$ cat src/sv/lpcm_dp_pkg.sv
// Shared types and constants for the LPCM depacketizer with stereo output.
package lpcm_dp_pkg;

    localparam int MAX_CHANNELS_DEF = 8;

    // packet header formats
    localparam logic [1:0] FMT_BLURAY = 2'd0;
    localparam logic [1:0] FMT_DVD    = 2'd1;
    localparam logic [1:0] FMT_1394   = 2'd2;

    // sample width codes
    localparam logic [1:0] WID_16 = 2'd0;
    localparam logic [1:0] WID_20 = 2'd1;
    localparam logic [1:0] WID_24 = 2'd2;

    // sample rate codes
    localparam logic [2:0] RATE_48K  = 3'd0;
    localparam logic [2:0] RATE_96K  = 3'd1;
    localparam logic [2:0] RATE_192K = 3'd2;
    localparam logic [2:0] RATE_44K1 = 3'd3;
    localparam logic [2:0] RATE_32K  = 3'd4;

    localparam logic [3:0] CHS_DEF = 4'd2;

    // 0.707 in Q15
    localparam logic [14:0] Q15_GAIN = 15'd23167;

    typedef struct packed {
        logic [7:0] data_byte;
        logic       packet_start;
    } t_in;

    typedef struct packed {
        logic signed [15:0] left_sample;
        logic signed [15:0] right_sample;
        logic [2:0]         rate_code;
        logic [1:0]         width_code;
        logic [3:0]         channel_count;
        logic               header_error;
    } t_out;

    // one complete frame handed from the parser to the mixer
    typedef struct packed {
        logic signed [15:0] c0;
        logic signed [15:0] c1;
        logic signed [17:0] sum_l;
        logic signed [17:0] sum_r;
        logic [3:0]         chs;
        logic [2:0]         rate;
        logic [1:0]         width;
        logic               err;
    } t_frm;

endpackage

$ cat src/sv/lpcm_depacketizer_stereo.sv
// LPCM packet depacketizer: header decode, frame gathering and stereo downmix.
//
// Input channel: one packet byte per transfer (i_in_valid / o_in_stall), with
// packet_start set on the first header byte. i_cfg_we writes the header format
// (Blu-ray, DVD, IEEE1394); write it only while the block is idle.
// Output channel: one stereo frame per complete input frame (o_out_valid /
// i_out_stall), carrying the current rate, width, channel count and error flag.
// Throughput: one byte per cycle, sustained while no stall comes back from
// the output. Each byte passes an input register, the parse stage (header
// decode or sample capture) and the mixer stage (one Q15 multiply per side);
// a frame goes from the frame register into the mixer register to the output.
// A stall at the output fills the mixer register, then the frame register,
// then the input register; only after that is o_in_stall raised.
// Reset (i_rst_n low at a clock edge) empties all stages and restores 16 bit,
// 48 kHz, two channels and the Blu-ray format. No clearing pass is needed.
module lpcm_depacketizer_stereo #(
    parameter int MAX_CHANNELS = lpcm_dp_pkg::MAX_CHANNELS_DEF
) (
    input  logic               i_clk,
    input  logic               i_rst_n,
    input  logic               i_cfg_we,
    input  logic [1:0]         i_cfg_data,
    input  logic               i_in_valid,
    output logic               o_in_stall,
    input  lpcm_dp_pkg::t_in   i_in_data,
    output logic               o_out_valid,
    input  logic               i_out_stall,
    output lpcm_dp_pkg::t_out  o_out_data
);

    logic               frm_valid;
    logic               frm_stall;
    lpcm_dp_pkg::t_frm  frm;

    lpcm_dp_parse #(
        .MAX_CHANNELS (MAX_CHANNELS)
    ) u_parse (
        .i_clk       (i_clk),
        .i_rst_n     (i_rst_n),
        .i_cfg_we    (i_cfg_we),
        .i_cfg_data  (i_cfg_data),
        .i_in_valid  (i_in_valid),
        .o_in_stall  (o_in_stall),
        .i_in_data   (i_in_data),
        .o_frm_valid (frm_valid),
        .i_frm_stall (frm_stall),
        .o_frm       (frm)
    );

    lpcm_dp_mix u_mix (
        .i_clk       (i_clk),
        .i_rst_n     (i_rst_n),
        .i_frm_valid (frm_valid),
        .o_frm_stall (frm_stall),
        .i_frm       (frm),
        .o_out_valid (o_out_valid),
        .i_out_stall (i_out_stall),
        .o_out_data  (o_out_data)
    );

endmodule

$ cat src/sv/lpcm_dp_parse.sv
// Header parser and frame gatherer: one byte per cycle to frames unless stalled.
module lpcm_dp_parse #(
    parameter int MAX_CHANNELS = lpcm_dp_pkg::MAX_CHANNELS_DEF
) (
    input  logic               i_clk,
    input  logic               i_rst_n,
    input  logic               i_cfg_we,
    input  logic [1:0]         i_cfg_data,
    input  logic               i_in_valid,
    output logic               o_in_stall,
    input  lpcm_dp_pkg::t_in   i_in_data,
    output logic               o_frm_valid,
    input  logic               i_frm_stall,
    output lpcm_dp_pkg::t_frm  o_frm
);

    localparam int IDXW = (MAX_CHANNELS > 1) ? $clog2(MAX_CHANNELS) : 1;

    typedef struct packed {
        logic [1:0] width;
        logic [2:0] rate;
        logic [3:0] chs;
        logic       err;
    } t_hdr;

    function automatic t_hdr dec_bluray(input logic [31:0] h);
        t_hdr d;
        d.err = 1'b0;
        unique case (h[7:6])
            2'd1:    d.width = lpcm_dp_pkg::WID_16;
            2'd2:    d.width = lpcm_dp_pkg::WID_20;
            2'd3:    d.width = lpcm_dp_pkg::WID_24;
            default: begin d.width = lpcm_dp_pkg::WID_16; d.err = 1'b1; end
        endcase
        unique case (h[11:8])
            4'd1:    d.rate = lpcm_dp_pkg::RATE_48K;
            4'd4:    d.rate = lpcm_dp_pkg::RATE_96K;
            4'd5:    d.rate = lpcm_dp_pkg::RATE_192K;
            default: begin d.rate = lpcm_dp_pkg::RATE_48K; d.err = 1'b1; end
        endcase
        unique case (h[15:12])
            4'h1:        d.chs = 4'd1;
            4'h3:        d.chs = 4'd2;
            4'h4, 4'h5:  d.chs = 4'd3;
            4'h6, 4'h7:  d.chs = 4'd4;
            4'h8:        d.chs = 4'd5;
            4'h9:        d.chs = 4'd6;
            4'hA:        d.chs = 4'd7;
            4'hB:        d.chs = 4'd8;
            default:     begin d.chs = lpcm_dp_pkg::CHS_DEF; d.err = 1'b1; end
        endcase
        return d;
    endfunction

    function automatic t_hdr dec_1394(input logic [31:0] h);
        t_hdr d;
        d.width = lpcm_dp_pkg::WID_16;
        d.chs   = lpcm_dp_pkg::CHS_DEF;
        d.err   = (h[7:6] != 2'd0) || (h[2:0] > 3'd1);
        unique case (h[5:3])
            3'd1:    d.rate = lpcm_dp_pkg::RATE_44K1;
            3'd2:    d.rate = lpcm_dp_pkg::RATE_48K;
            default: begin d.rate = lpcm_dp_pkg::RATE_48K; d.err = 1'b1; end
        endcase
        return d;
    endfunction

    logic [1:0]             r_fmt;
    logic                   r_in_v;
    lpcm_dp_pkg::t_in       r_in;
    logic [39:0]            r_shift,  n_shift;
    logic [2:0]             r_hbc,    n_hbc;
    logic [1:0]             r_width,  n_width;
    logic [2:0]             r_rate,   n_rate;
    logic [3:0]             r_chs,    n_chs;
    logic                   r_err,    n_err;
    logic [31:0]            r_last,   n_last;
    logic [2:0]             r_sidx,   n_sidx;
    logic [1:0]             r_sbyte,  n_sbyte;
    logic [7:0]             r_hold,   n_hold;
    logic signed [15:0]     r_store [MAX_CHANNELS];
    logic                   r_frm_v;
    lpcm_dp_pkg::t_frm      r_frm;

    logic                   proc_go;
    logic                   in_ready;
    logic                   do_step;
    logic [2:0]             hdr_len;
    logic [2:0]             hbc_e;
    logic [39:0]            shift_e;
    logic [39:0]            shift_new;
    logic [2:0]             hbc_new;
    logic [2:0]             sidx_e;
    logic [1:0]             sbyte_e;
    logic [1:0]             sbyte_last;
    logic                   is_hdr;
    logic                   wr;
    logic [15:0]            wr_data;
    logic                   emit;
    logic [31:0]            h_dvd;
    t_hdr                   hdr;
    logic signed [15:0]     ch_val [8];

    assign proc_go    = !r_frm_v || !i_frm_stall;
    assign in_ready   = !r_in_v || proc_go;
    assign do_step    = r_in_v && proc_go;
    assign o_in_stall = !in_ready;

    always_comb begin
        unique case (r_fmt)
            lpcm_dp_pkg::FMT_BLURAY, lpcm_dp_pkg::FMT_1394: hdr_len = 3'd4;
            lpcm_dp_pkg::FMT_DVD:                           hdr_len = 3'd5;
            default:                                        hdr_len = 3'd0;
        endcase
        // a packet mark restarts header and frame gathering
        hbc_e     = r_in.packet_start ? 3'd0  : r_hbc;
        shift_e   = r_in.packet_start ? 40'd0 : r_shift;
        sidx_e    = r_in.packet_start ? 3'd0  : r_sidx;
        sbyte_e   = r_in.packet_start ? 2'd0  : r_sbyte;
        is_hdr    = hbc_e < hdr_len;
        shift_new = {shift_e[31:0], r_in.data_byte};
        hbc_new   = hbc_e + 3'd1;
        h_dvd     = {8'h00, shift_new[23:22], 6'h00, shift_new[15:0]};
        sbyte_last = (r_width == lpcm_dp_pkg::WID_16) ? 2'd1 : 2'd2;
        wr        = !is_hdr && (sbyte_e == 2'd1) && (32'(sidx_e) < MAX_CHANNELS);
        wr_data   = {r_hold, r_in.data_byte};
        hdr       = (r_fmt == lpcm_dp_pkg::FMT_BLURAY) ? dec_bluray(shift_new[31:0])
                                                       : dec_1394(shift_new[31:0]);

        n_shift = r_shift;
        n_hbc   = r_hbc;
        n_width = r_width;
        n_rate  = r_rate;
        n_chs   = r_chs;
        n_err   = r_err;
        n_last  = r_last;
        n_sidx  = r_sidx;
        n_sbyte = r_sbyte;
        n_hold  = r_hold;
        emit    = 1'b0;

        if (is_hdr) begin
            n_shift = shift_new;
            n_hbc   = hbc_new;
            n_sidx  = 3'd0;
            n_sbyte = 2'd0;
            if (hbc_new == hdr_len) begin
                if (r_fmt == lpcm_dp_pkg::FMT_DVD) begin
                    if (h_dvd != r_last) begin
                        n_last = h_dvd;
                        n_err  = 1'b0;
                        priority if (h_dvd[15:14] == 2'b10) n_width = lpcm_dp_pkg::WID_24;
                        else if (h_dvd[15:14] == 2'b01)     n_width = lpcm_dp_pkg::WID_20;
                        else                                n_width = lpcm_dp_pkg::WID_16;
                        unique case (h_dvd[13:12])
                            2'd0:    n_rate = lpcm_dp_pkg::RATE_48K;
                            2'd1:    n_rate = lpcm_dp_pkg::RATE_96K;
                            2'd2:    n_rate = lpcm_dp_pkg::RATE_44K1;
                            default: n_rate = lpcm_dp_pkg::RATE_32K;
                        endcase
                    end
                    // DVD channel count is taken from every header
                    n_chs = {1'b0, shift_new[10:8]} + 4'd1;
                end else if (shift_new[31:0] != r_last) begin
                    n_last  = shift_new[31:0];
                    n_width = hdr.width;
                    n_rate  = hdr.rate;
                    n_chs   = hdr.chs;
                    n_err   = hdr.err;
                end
            end
        end else begin
            n_shift = shift_e;
            n_hbc   = hbc_e;
            if (sbyte_e == 2'd0) begin
                n_hold = r_in.data_byte;
            end
            if (sbyte_e == sbyte_last) begin
                if ({1'b0, sidx_e} + 4'd1 == r_chs) begin
                    emit    = 1'b1;
                    n_sidx  = 3'd0;
                    n_sbyte = 2'd0;
                end else begin
                    n_sidx  = sidx_e + 3'd1;
                    n_sbyte = 2'd0;
                end
            end else begin
                n_sidx  = sidx_e;
                n_sbyte = sbyte_e + 2'd1;
            end
        end

        // frame channels, bypassing the sample being written this cycle
        for (int k = 0; k < 8; k++) begin
            ch_val[k] = 16'sd0;
        end
        for (int k = 0; k < MAX_CHANNELS; k++) begin
            if (4'(k) < r_chs) begin
                ch_val[k] = (wr && (sidx_e == 3'(k))) ? $signed(wr_data)
                                                      : r_store[IDXW'(k)];
            end
        end
    end

    always_ff @(posedge i_clk) begin
        if (!i_rst_n) begin
            r_fmt   <= lpcm_dp_pkg::FMT_BLURAY;
            r_in_v  <= 1'b0;
            r_shift <= 40'd0;
            r_hbc   <= 3'd0;
            r_width <= lpcm_dp_pkg::WID_16;
            r_rate  <= lpcm_dp_pkg::RATE_48K;
            r_chs   <= lpcm_dp_pkg::CHS_DEF;
            r_err   <= 1'b0;
            r_last  <= 32'd0;
            r_sidx  <= 3'd0;
            r_sbyte <= 2'd0;
            r_frm_v <= 1'b0;
        end else begin
            if (i_cfg_we) begin
                r_fmt <= i_cfg_data;
            end
            if (in_ready) begin
                r_in_v <= i_in_valid;
            end
            if (do_step) begin
                r_shift <= n_shift;
                r_hbc   <= n_hbc;
                r_width <= n_width;
                r_rate  <= n_rate;
                r_chs   <= n_chs;
                r_err   <= n_err;
                r_last  <= n_last;
                r_sidx  <= n_sidx;
                r_sbyte <= n_sbyte;
            end
            if (proc_go) begin
                r_frm_v <= do_step && emit;
            end
        end
    end

    always_ff @(posedge i_clk) begin
        if (in_ready) begin
            r_in <= i_in_data;
        end
        if (do_step) begin
            r_hold <= n_hold;
            if (wr) begin
                r_store[sidx_e[IDXW-1:0]] <= $signed(wr_data);
            end
        end
        if (do_step && emit) begin
            r_frm.c0    <= ch_val[0];
            r_frm.c1    <= ch_val[1];
            r_frm.sum_l <= 18'(ch_val[2]) + 18'(ch_val[3]) + 18'(ch_val[6]);
            r_frm.sum_r <= 18'(ch_val[2]) + 18'(ch_val[4]) + 18'(ch_val[7]);
            r_frm.chs   <= r_chs;
            r_frm.rate  <= r_rate;
            r_frm.width <= r_width;
            r_frm.err   <= r_err;
        end
    end

    assign o_frm_valid = r_frm_v;
    assign o_frm       = r_frm;

endmodule

$ cat src/sv/lpcm_dp_mix.sv
// Stereo mixer: mono duplicate, stereo pass, Q15 downmix with saturation; output register.
module lpcm_dp_mix (
    input  logic               i_clk,
    input  logic               i_rst_n,
    input  logic               i_frm_valid,
    output logic               o_frm_stall,
    input  lpcm_dp_pkg::t_frm  i_frm,
    output logic               o_out_valid,
    input  logic               i_out_stall,
    output lpcm_dp_pkg::t_out  o_out_data
);

    // truncate toward zero by 2^15, then clamp to 16 bits
    function automatic logic signed [15:0] q15_sat(input logic signed [33:0] acc);
        logic signed [33:0] adj;
        logic signed [18:0] q;
        adj = acc[33] ? acc + 34'sd32767 : acc;
        q   = adj[33:15];
        priority if (q > 19'sd32767)   return 16'sh7FFF;
        else if (q < -19'sd32768)      return 16'sh8000;
        else                           return q[15:0];
    endfunction

    logic                   r_out_v;
    lpcm_dp_pkg::t_out      r_out;
    logic                   out_ready;
    logic signed [15:0]     gain_s;
    logic signed [33:0]     acc_l;
    logic signed [33:0]     acc_r;
    logic signed [15:0]     mix_l;
    logic signed [15:0]     mix_r;

    assign out_ready   = !r_out_v || !i_out_stall;
    assign o_frm_stall = !out_ready;
    assign gain_s      = $signed({1'b0, lpcm_dp_pkg::Q15_GAIN});

    always_comb begin
        acc_l = ($signed(34'(i_frm.c0)) <<< 15) + gain_s * i_frm.sum_l;
        acc_r = ($signed(34'(i_frm.c1)) <<< 15) + gain_s * i_frm.sum_r;
        priority if (i_frm.chs == 4'd1) begin
            mix_l = i_frm.c0;
            mix_r = i_frm.c0;
        end else if (i_frm.chs == 4'd2) begin
            mix_l = i_frm.c0;
            mix_r = i_frm.c1;
        end else begin
            mix_l = q15_sat(acc_l);
            mix_r = q15_sat(acc_r);
        end
    end

    always_ff @(posedge i_clk) begin
        if (!i_rst_n) begin
            r_out_v <= 1'b0;
        end else if (out_ready) begin
            r_out_v <= i_frm_valid;
        end
    end

    always_ff @(posedge i_clk) begin
        if (out_ready && i_frm_valid) begin
            r_out.left_sample   <= mix_l;
            r_out.right_sample  <= mix_r;
            r_out.rate_code     <= i_frm.rate;
            r_out.width_code    <= i_frm.width;
            r_out.channel_count <= i_frm.chs;
            r_out.header_error  <= i_frm.err;
        end
    end

    assign o_out_valid = r_out_v;
    assign o_out_data  = r_out;

endmodule

$ cat config.mk
export PLATFORM = sky130hd
export DESIGN_NAME = lpcm_depacketizer_stereo
export DESIGN_NICKNAME = d
export VERILOG_FILES = /design/src/sv/lpcm_dp_pkg.sv /design/src/sv/lpcm_depacketizer_stereo.sv /design/src/sv/lpcm_dp_parse.sv /design/src/sv/lpcm_dp_mix.sv
export SDC_FILE = /design/constraint.sdc
export NUM_CORES = 2
export LEC_CHECK = 0
export BUFFER_PORTS_ARGS = -buffer_cell sky130_fd_sc_hd__buf_2
export CAP_MARGIN = 20
export CORE_ASPECT_RATIO = 1.5
export CORE_MARGIN = 10
export CORE_UTILIZATION = 60
export CTS_CLUSTER_SIZE = 40
export DETAILED_ROUTE_END_ITERATION = 16
export HOLD_SLACK_MARGIN = 0.15
export PLACE_DENSITY = 0.77
export SLEW_MARGIN = 30
export SYNTH_ARGS = -nofsm -noshare
export SYNTH_HDL_FRONTEND = slang
export SYNTH_HIERARCHICAL = 1
export SYNTH_SLANG_ARGS = --single-unit
$ cat constraint.sdc
create_clock -name i_clk -period 16.55 [get_ports i_clk]
set_clock_uncertainty 0.15 [all_clocks]
set_input_delay 3.31 -clock i_clk [delete_from_list [all_inputs] [get_ports i_clk]]
set_output_delay 3.31 -clock i_clk [all_outputs]
set_load 0.03 [all_outputs]
Word-level counts from Yosys, hierarchy flattened
Memory sizes are Yosys's and may differ from the RTL's. A register that Yosys moved wholly into a read port is not among the register bits.
Index checks and enable logic that the tools add are counted.
W data, S select, Z words.
{ "totals": {"ff_bits": 192, "ram_bits": 128, "input_bits": 16, "out_inout_bits": 44, "elab_cells": 198, "mem_count": 1} }
{ "classes": {"n_addsub": 13, "n_mul": 2, "magnitude_cmp": 13, "eq_ne": 38, "mux": 65, "bitwise_logic": 1, "n_reduce_logical": 37} }
{ "mem_list": {"columns": ["name", "depth", "width", "read_ports", "rd_ports_with_merged_regs", "write_ports", "line", "text"], "rows": [
  ["u_parse.r_store", 8, 16, 7, 2, 1, "lpcm_dp_parse.sv:81", "logic signed [15:0] r_store [MAX_CHANNELS];"]
]} }
{ "ops": {"columns": ["op", "count"], "rows": [
  ["$mux W16", 18],
  ["$mux W32", 5],
  ["$add A31 B34 Y34", 2],
  ["$add A34 B16 Y34 const B", 2],
  ["$mul A16 B18 Y34 const A", 2],
  ["$mux W34", 2],
  ["$gt A19 B16 Y1 const B", 2],
  ["$lt A19 B16 Y1 const B", 2],
  ["$add A17 B16 Y18", 2],
  ["$add A16 B16 Y17", 2],
  ["$ne A24 B32 Y1", 1],
  ["$ne A32 B32 Y1", 1],
  ["$pmux W4 S7", 1],
  ["$mux W3", 9],
  ["$eq A4 B3 Y1 const B", 6],
  ["$mux W2", 9],
  ["$eq A4 B4 Y1 const B", 4],
  ["$mux W1", 14],
  ["$eq A4 B1 Y1 const B", 3],
  ["$lt A3 B4 Y1 const A", 3],
  ["$eq A2 B1 Y1 const B", 5],
  ["$eq A2 B2 Y1 const B", 5],
  ["$mux W10", 1],
  ["$reduce_or A10 Y1", 1],
  ["30 further kinds", 67]
]} }

Logic depth before layout (Yosys ltp)
{ "logic_depth": {"ltp_word": 11, "mapped_depth": 28, "ltp_nobuf": 24} }

Cells and area by module
Netlist, hierarchy kept.
{ "by_module_without_submodules": {"columns": ["module", "instances", "cells_each", "area_each_um2", "seq_area_each_um2"], "rows": [
  ["lpcm_dp_mix", 1, 1941, 18059.8, 1281.2],
  ["lpcm_dp_parse", 1, 1358, 15006.9, 7777.5]
]} }

Worst setup path before layout
Ideal clock, no wire load.
{ "synth_timing": {"kind": "reg2reg", "startpoint": "register u_parse.r_frm (netlist bit u_parse/o_frm[27])", "endpoint": "register u_mix.r_out (netlist bit u_mix/o_out_data[24]) (data pin)", "arrival_time_ns": 7.828, "slack_ns": 8.296, "stages_incl_launch_ff": 26, "period_less_slack_ns": 8.254, "path_cell_list": "edfxtp_1 clkbuf_1 inv_1 fa_1 fa_1 fa_1 inv_1 fa_1 fa_1 inv_1 fa_1 inv_1 ha_1 clkbuf_1 and4_1 and3_1 a221oi_1 o21ai_0 xor2_1 and2_1 and4_1 nand3_1 or3_1 a31oi_4 buf_2 o22ai_1"} }
{ "synth_between": {"elab_chain_cells": 9} }
{ "synth_lines": {"columns": ["element", "line", "text"], "rows": [
  ["start, declared", "lpcm_dp_parse.sv:83", "lpcm_dp_pkg::t_frm r_frm;"],
  ["$mul A16 B18 Y34 (*)", "lpcm_dp_mix.sv:39", "acc_r = ($signed(34'(i_frm.c1)) <<< 15) + gain_s * i_frm.sum_r;"],
  ["$add A31 B34 Y34 (*)", "lpcm_dp_mix.sv:39", null],
  ["$add A34 B16 Y34", "lpcm_dp_mix.sv:17", "adj = acc[33] ? acc + 34'sd32767 : acc;"],
  ["$mux W34 (*)", "lpcm_dp_mix.sv:17", null],
  ["$lt A19 B16 Y1", "lpcm_dp_mix.sv:20", "else if (q < -19'sd32768) return 16'sh8000;"],
  ["$mux W16", "lpcm_dp_mix.sv:20", null],
  ["$mux W16 (*)", "lpcm_dp_mix.sv:19", "priority if (q > 19'sd32767) return 16'sh7FFF;"],
  ["$mux W16 (*)", "lpcm_dp_mix.sv:43", "end else if (i_frm.chs == 4'd2) begin"],
  ["$mux W16 (*)", "lpcm_dp_mix.sv:40", "priority if (i_frm.chs == 4'd1) begin"],
  ["net u_mix.mix_r[14]", "lpcm_dp_mix.sv:31", "logic signed [15:0] mix_r;"],
  ["end, declared", "lpcm_dp_mix.sv:25", "lpcm_dp_pkg::t_out r_out;"]
]} }
Mark *: on every way through the listed nets, which the timed path passes. The rest lies on a longest branch.
A chain may end at the register's enable or synchronous reset.

Worst setup path after layout
{ "layout_timing": {"startpoint": "register u_parse.r_frm (netlist bit u_parse/o_frm[45])", "endpoint": "register u_mix.r_out (netlist bit u_mix/o_out_data[29]) (data pin)"} }
{ "layout_between": {"elab_chain_cells": 9} }
{ "layout_lines": {"columns": ["element", "line", "text"], "rows": [
  ["$mul A16 B18 Y34 (*)", "lpcm_dp_mix.sv:38", "acc_l = ($signed(34'(i_frm.c0)) <<< 15) + gain_s * i_frm.sum_l;"],
  ["$add A31 B34 Y34 (*)", "lpcm_dp_mix.sv:38", null],
  ["$add A34 B16 Y34", "lpcm_dp_mix.sv:17", null],
  ["$mux W34 (*)", "lpcm_dp_mix.sv:17", null],
  ["$lt A19 B16 Y1", "lpcm_dp_mix.sv:20", null],
  ["$mux W16", "lpcm_dp_mix.sv:20", null],
  ["$mux W16 (*)", "lpcm_dp_mix.sv:19", null],
  ["$mux W16 (*)", "lpcm_dp_mix.sv:43", null],
  ["$mux W16 (*)", "lpcm_dp_mix.sv:40", null],
  ["net u_mix.mix_l[3]", "lpcm_dp_mix.sv:30", "logic signed [15:0] mix_l;"]
]} }
Marked as above.

==> impl_metrics.toml <==
[drt]
wl_per_cell_um = 20.8
routed_wl_um = 83900
vias = 24100
drt-pass1-iter-count = 6
drtIter0Drc = 1806
via_per_inst = 5.96
drtAntennaViolNets = 0
drc = 0

[sta]
worst_slack_ns = 7.57
rsz0062_at_grt = "no"
worst_slew_margin_rel = 0.363
setup_viol = 0
setup_tns_ns = 0
period_needed_ns = 8.98
max_freq_mhz = 111
fin_crit_sh = 0.543
worst_slew_pin_slew_ns = 0.948
final_hold_viol_count = 0
drv_slew = 0

[critical_path]
r2r_start = "u_parse/o_frm[45]"
worst_setup_path_start_kind = "flip-flop"
max_stage_delay_ns = 0.67
critical_path.slowest_cell = "nor4bb_1"
end_kind = "flip-flop"
path_cells = "buf_4 -> inv_1 -> fa_1 -> fa_1 -> fa_1 -> inv_1 -> fa_1 -> fa_1 -> inv_1 -> fa_1 -> inv_1 -> ha_1 -> and4_1 -> and4_2 -> nand4_1 -> nand3_1 -> a41oi_1 -> xnor2_1 -> nor4bb_1 -> nand4_1 -> o21bai_2 -> o211ai_2 -> o211ai_1"
crit_buf_inv = 5
crit_fanout = 32
r2r-end = "u_mix/o_out_data[29]"
timing.critical_path.mode_cell = "fa_1"
crit_type = "reg2reg"
r2r_cells = 23
cp_top_family = "adder cells"
rrSetupSlack_ns = 7.57
cp.arrival_ns = 9.22
required_ns = 16.79

[placement]
finalWeightedCongestion = 0.955
port_buffers = 59
hpwl_um = 66300
post-place-ws_ns = 7.66

[run]
max_cap_violations = 0

[worst_hold_path]
hold_start = "u_parse/o_frm[2]"
min_to = "u_mix/o_out_data[6]"
hp-class = "reg2reg"
holdPathStages = 0

[floorplanning]
core_um2 = 54700
die_area_um2 = 65100
fp-row-count = 105
start_util = 0.605
io_pins = 60
die_x_um = 212
die_height_um = 308

[pwr]
p_per_area_nw_per_um2 = 48.8
totalPowerFinal_mw = 1.71
peakVddDrop_v = 0.0000834
pwr-share-clk = 0.460
switching_share = 0.220
p_int_mw = 1.34
switchingPower_uw = 378
p_leak_nw = 16.7
power_frac_seq = 0.516
power_frac_comb = 0.025

[cts]
cts_max_level = 2
cts_root_buf = "clkbuf_16"
clkTransAtPathRegs_ns = 0.07
cts_buffers = 36
cts.sinks = 328
clockBufferDepth = 3
cts_tree = "yes"
postCtsHoldBufs = 0
insertion_delay_ns = 0.55
post_cts_buffers = 0
cts_resized = 0

[synthesis]
synth_most_common_cell = "inv_1"
ys_types = 119
ys_seq_area_frac = 0.274
synth_commonest_cells = "inv_1 (594), fa_1 (335), ha_1 (332), nand2_1 (307), edfxtp_1 (249)"
synth_top_cell_by_area = "edfxtp_1"
synth.net_count = 3982
synth_flop_cell = "edfxtp_1"
ys_ff_latch = 328
synth.avg_cell_area_um2 = 10.0
synth_area_leaders = "edfxtp_1 (23%), fa_1 (20%), ha_1 (13%)"
ys_warn_count = 6
syn_inst = 3299
syn_area_um2 = 33100
synth_top_area_share = 0.226
synth_edf_count = 249
async_flop_share = 0

[cells_and_area]
fillers = 4293
fin_util = 0.642
syn2layout_area_growth_pct = 6.08
antenna_cells = 0
drive_above_1_share = 0.0918
design.final.nets = 3999

[global_route]
grt_usage = 0.263
grt_max_degree = 107
grt_pass1_vias = 25700
overflow = 0
antenna_found_initial = 0
grt_pass1_wl_um = 136000

[outcome]
status = "completed"
-- per-layer routing --
metal  vias to the layer above  share of wire  wire length [um]  GRT usage
met5                         -              0                 0          0
met3                       237          0.045              3770     0.0286
met1                     11900           0.39             32300      0.302
met2                       762           0.51             42900      0.469
li1                      11200              -                 -          -
met4                         0          0.058              4850      0.141
-- worst register-to-register path: stages, from the launching register on --
cell	delay [ns]
edfxtp_1	0.32
buf_4	0.38
inv_1	0.44
fa_1	0.62
fa_1	0.54
fa_1	0.54
inv_1	0.05
fa_1	0.47
fa_1	0.55
inv_1	0.06
fa_1	0.52
inv_1	0.04
ha_1	0.39
and4_1	0.33
and4_2	0.24
nand4_1	0.13
nand3_1	0.18
a41oi_1	0.15
xnor2_1	0.30
nor4bb_1	0.67
nand4_1	0.26
o21bai_2	0.66
o211ai_2	0.55
o211ai_1	0.25
-- per-stage QoR --
| stage | hold WS [ns] | instances | cell area, um^2 |
|---|---|---|---|
| final | 0.271 | 4038 | 35100 |
| after global routing | 0.286 | 4038 | 35100 |
| after CTS | 0.273 | 4038 | 35100 |
| after detailed placement | 0.257 | 3973 | 33900 |
| after global placement | 0.258 | 3973 | 33900 |
| after floorplan | 0.250 | 3299 | 33100 |
-- kinds of logic after synthesis --
logic type | synth area share
AND/OR/NAND/NOR | 0.120
buffers and inverters | 0.0851
adder cells (fa/ha/maj) | 0.328
AO/OA/AOI/OAI | 0.112
flip-flops | 0.274
XOR/XNOR | 0.0376
multiplexers | 0.0425
-- worst max-delay path by stage --
stage                           start                    to  slack, ns  cells past startpoint
finish              u_parse/o_frm[45]  u_mix/o_out_data[29]       7.57                     23
global route        u_parse/o_frm[45]  u_mix/o_out_data[29]       6.98                     24
CTS                 u_parse/o_frm[27]  u_mix/o_out_data[24]       7.63                     22
detailed placement  u_parse/o_frm[27]  u_mix/o_out_data[24]       7.66                     22
global placement    u_parse/o_frm[27]  u_mix/o_out_data[24]       7.85                     22
floorplan           u_parse/o_frm[27]  u_mix/o_out_data[24]       8.30                     25
-- layout make-up --
cell class / count / area [um^2] / area share
Clock buffer: 45 / 976 / 0.0278
Clock inverter: 20 / 174 / 0.00496
Inverter: 595 / 2230 / 0.0637
Multi-Input combinational cell: 2269 / 21300 / 0.606
Sequential cell: 328 / 9060 / 0.258
Tap cell: 695 / 870 / 0.0248
Timing Repair Buffer: 86 / 502 / 0.0143
-- layout by cell type (no fill, tap or decap), types with 13 or more instances in the layout --
master     instances
inv_1            594
xor2_1            50
nor3_1            29
nand2_1          307
buf_2             59
o21ai_0           78
o22ai_1           37
a211oi_1          14
xnor2_1           92
nand2b_1          29
nand4_1           31
buf_4             26
fa_1             335
or2_2             16
ha_1             332
and3_1            13
a22oi_1           34
nand3_1           53
o211ai_1          19
a21oi_1          137
mux2_2            66
nor2b_1           67
o21a_1            17
a31oi_1           29
and2_1            16
dfxtp_1           79
edfxtp_1         249
a21o_1            36
nor2_1           133
mux2i_1           66
clkbuf_16         37
-- sequential cells by signal (all words and copies together), names as in the netlist, 4 cells and up --
name / flops
u_parse/r_last: 32
u_mix/o_out_data: 42
u_parse/r_chs: 4
u_parse/r_hold: 8
u_parse/r_store: 112
u_parse/r_shift: 24
u_parse/o_frm: 78
u_parse/h_dvd: 8
-- power groups by stage --
| stage | logic, mW | clock network [mW] | registers [mW] |
|---|---|---|---|
| floorplan | 0.0266 | 0 | 0.901 |
| global placement | 0.0407 | 0 | 0.901 |
| detailed placement | 0.0419 | 0 | 0.901 |
| CTS | 0.0420 | 0.803 | 0.883 |
| global route | 0.0458 | 0.834 | 0.883 |
| finish | 0.0422 | 0.788 | 0.883 |
Note: power is estimated with default switching activity, not from simulation.
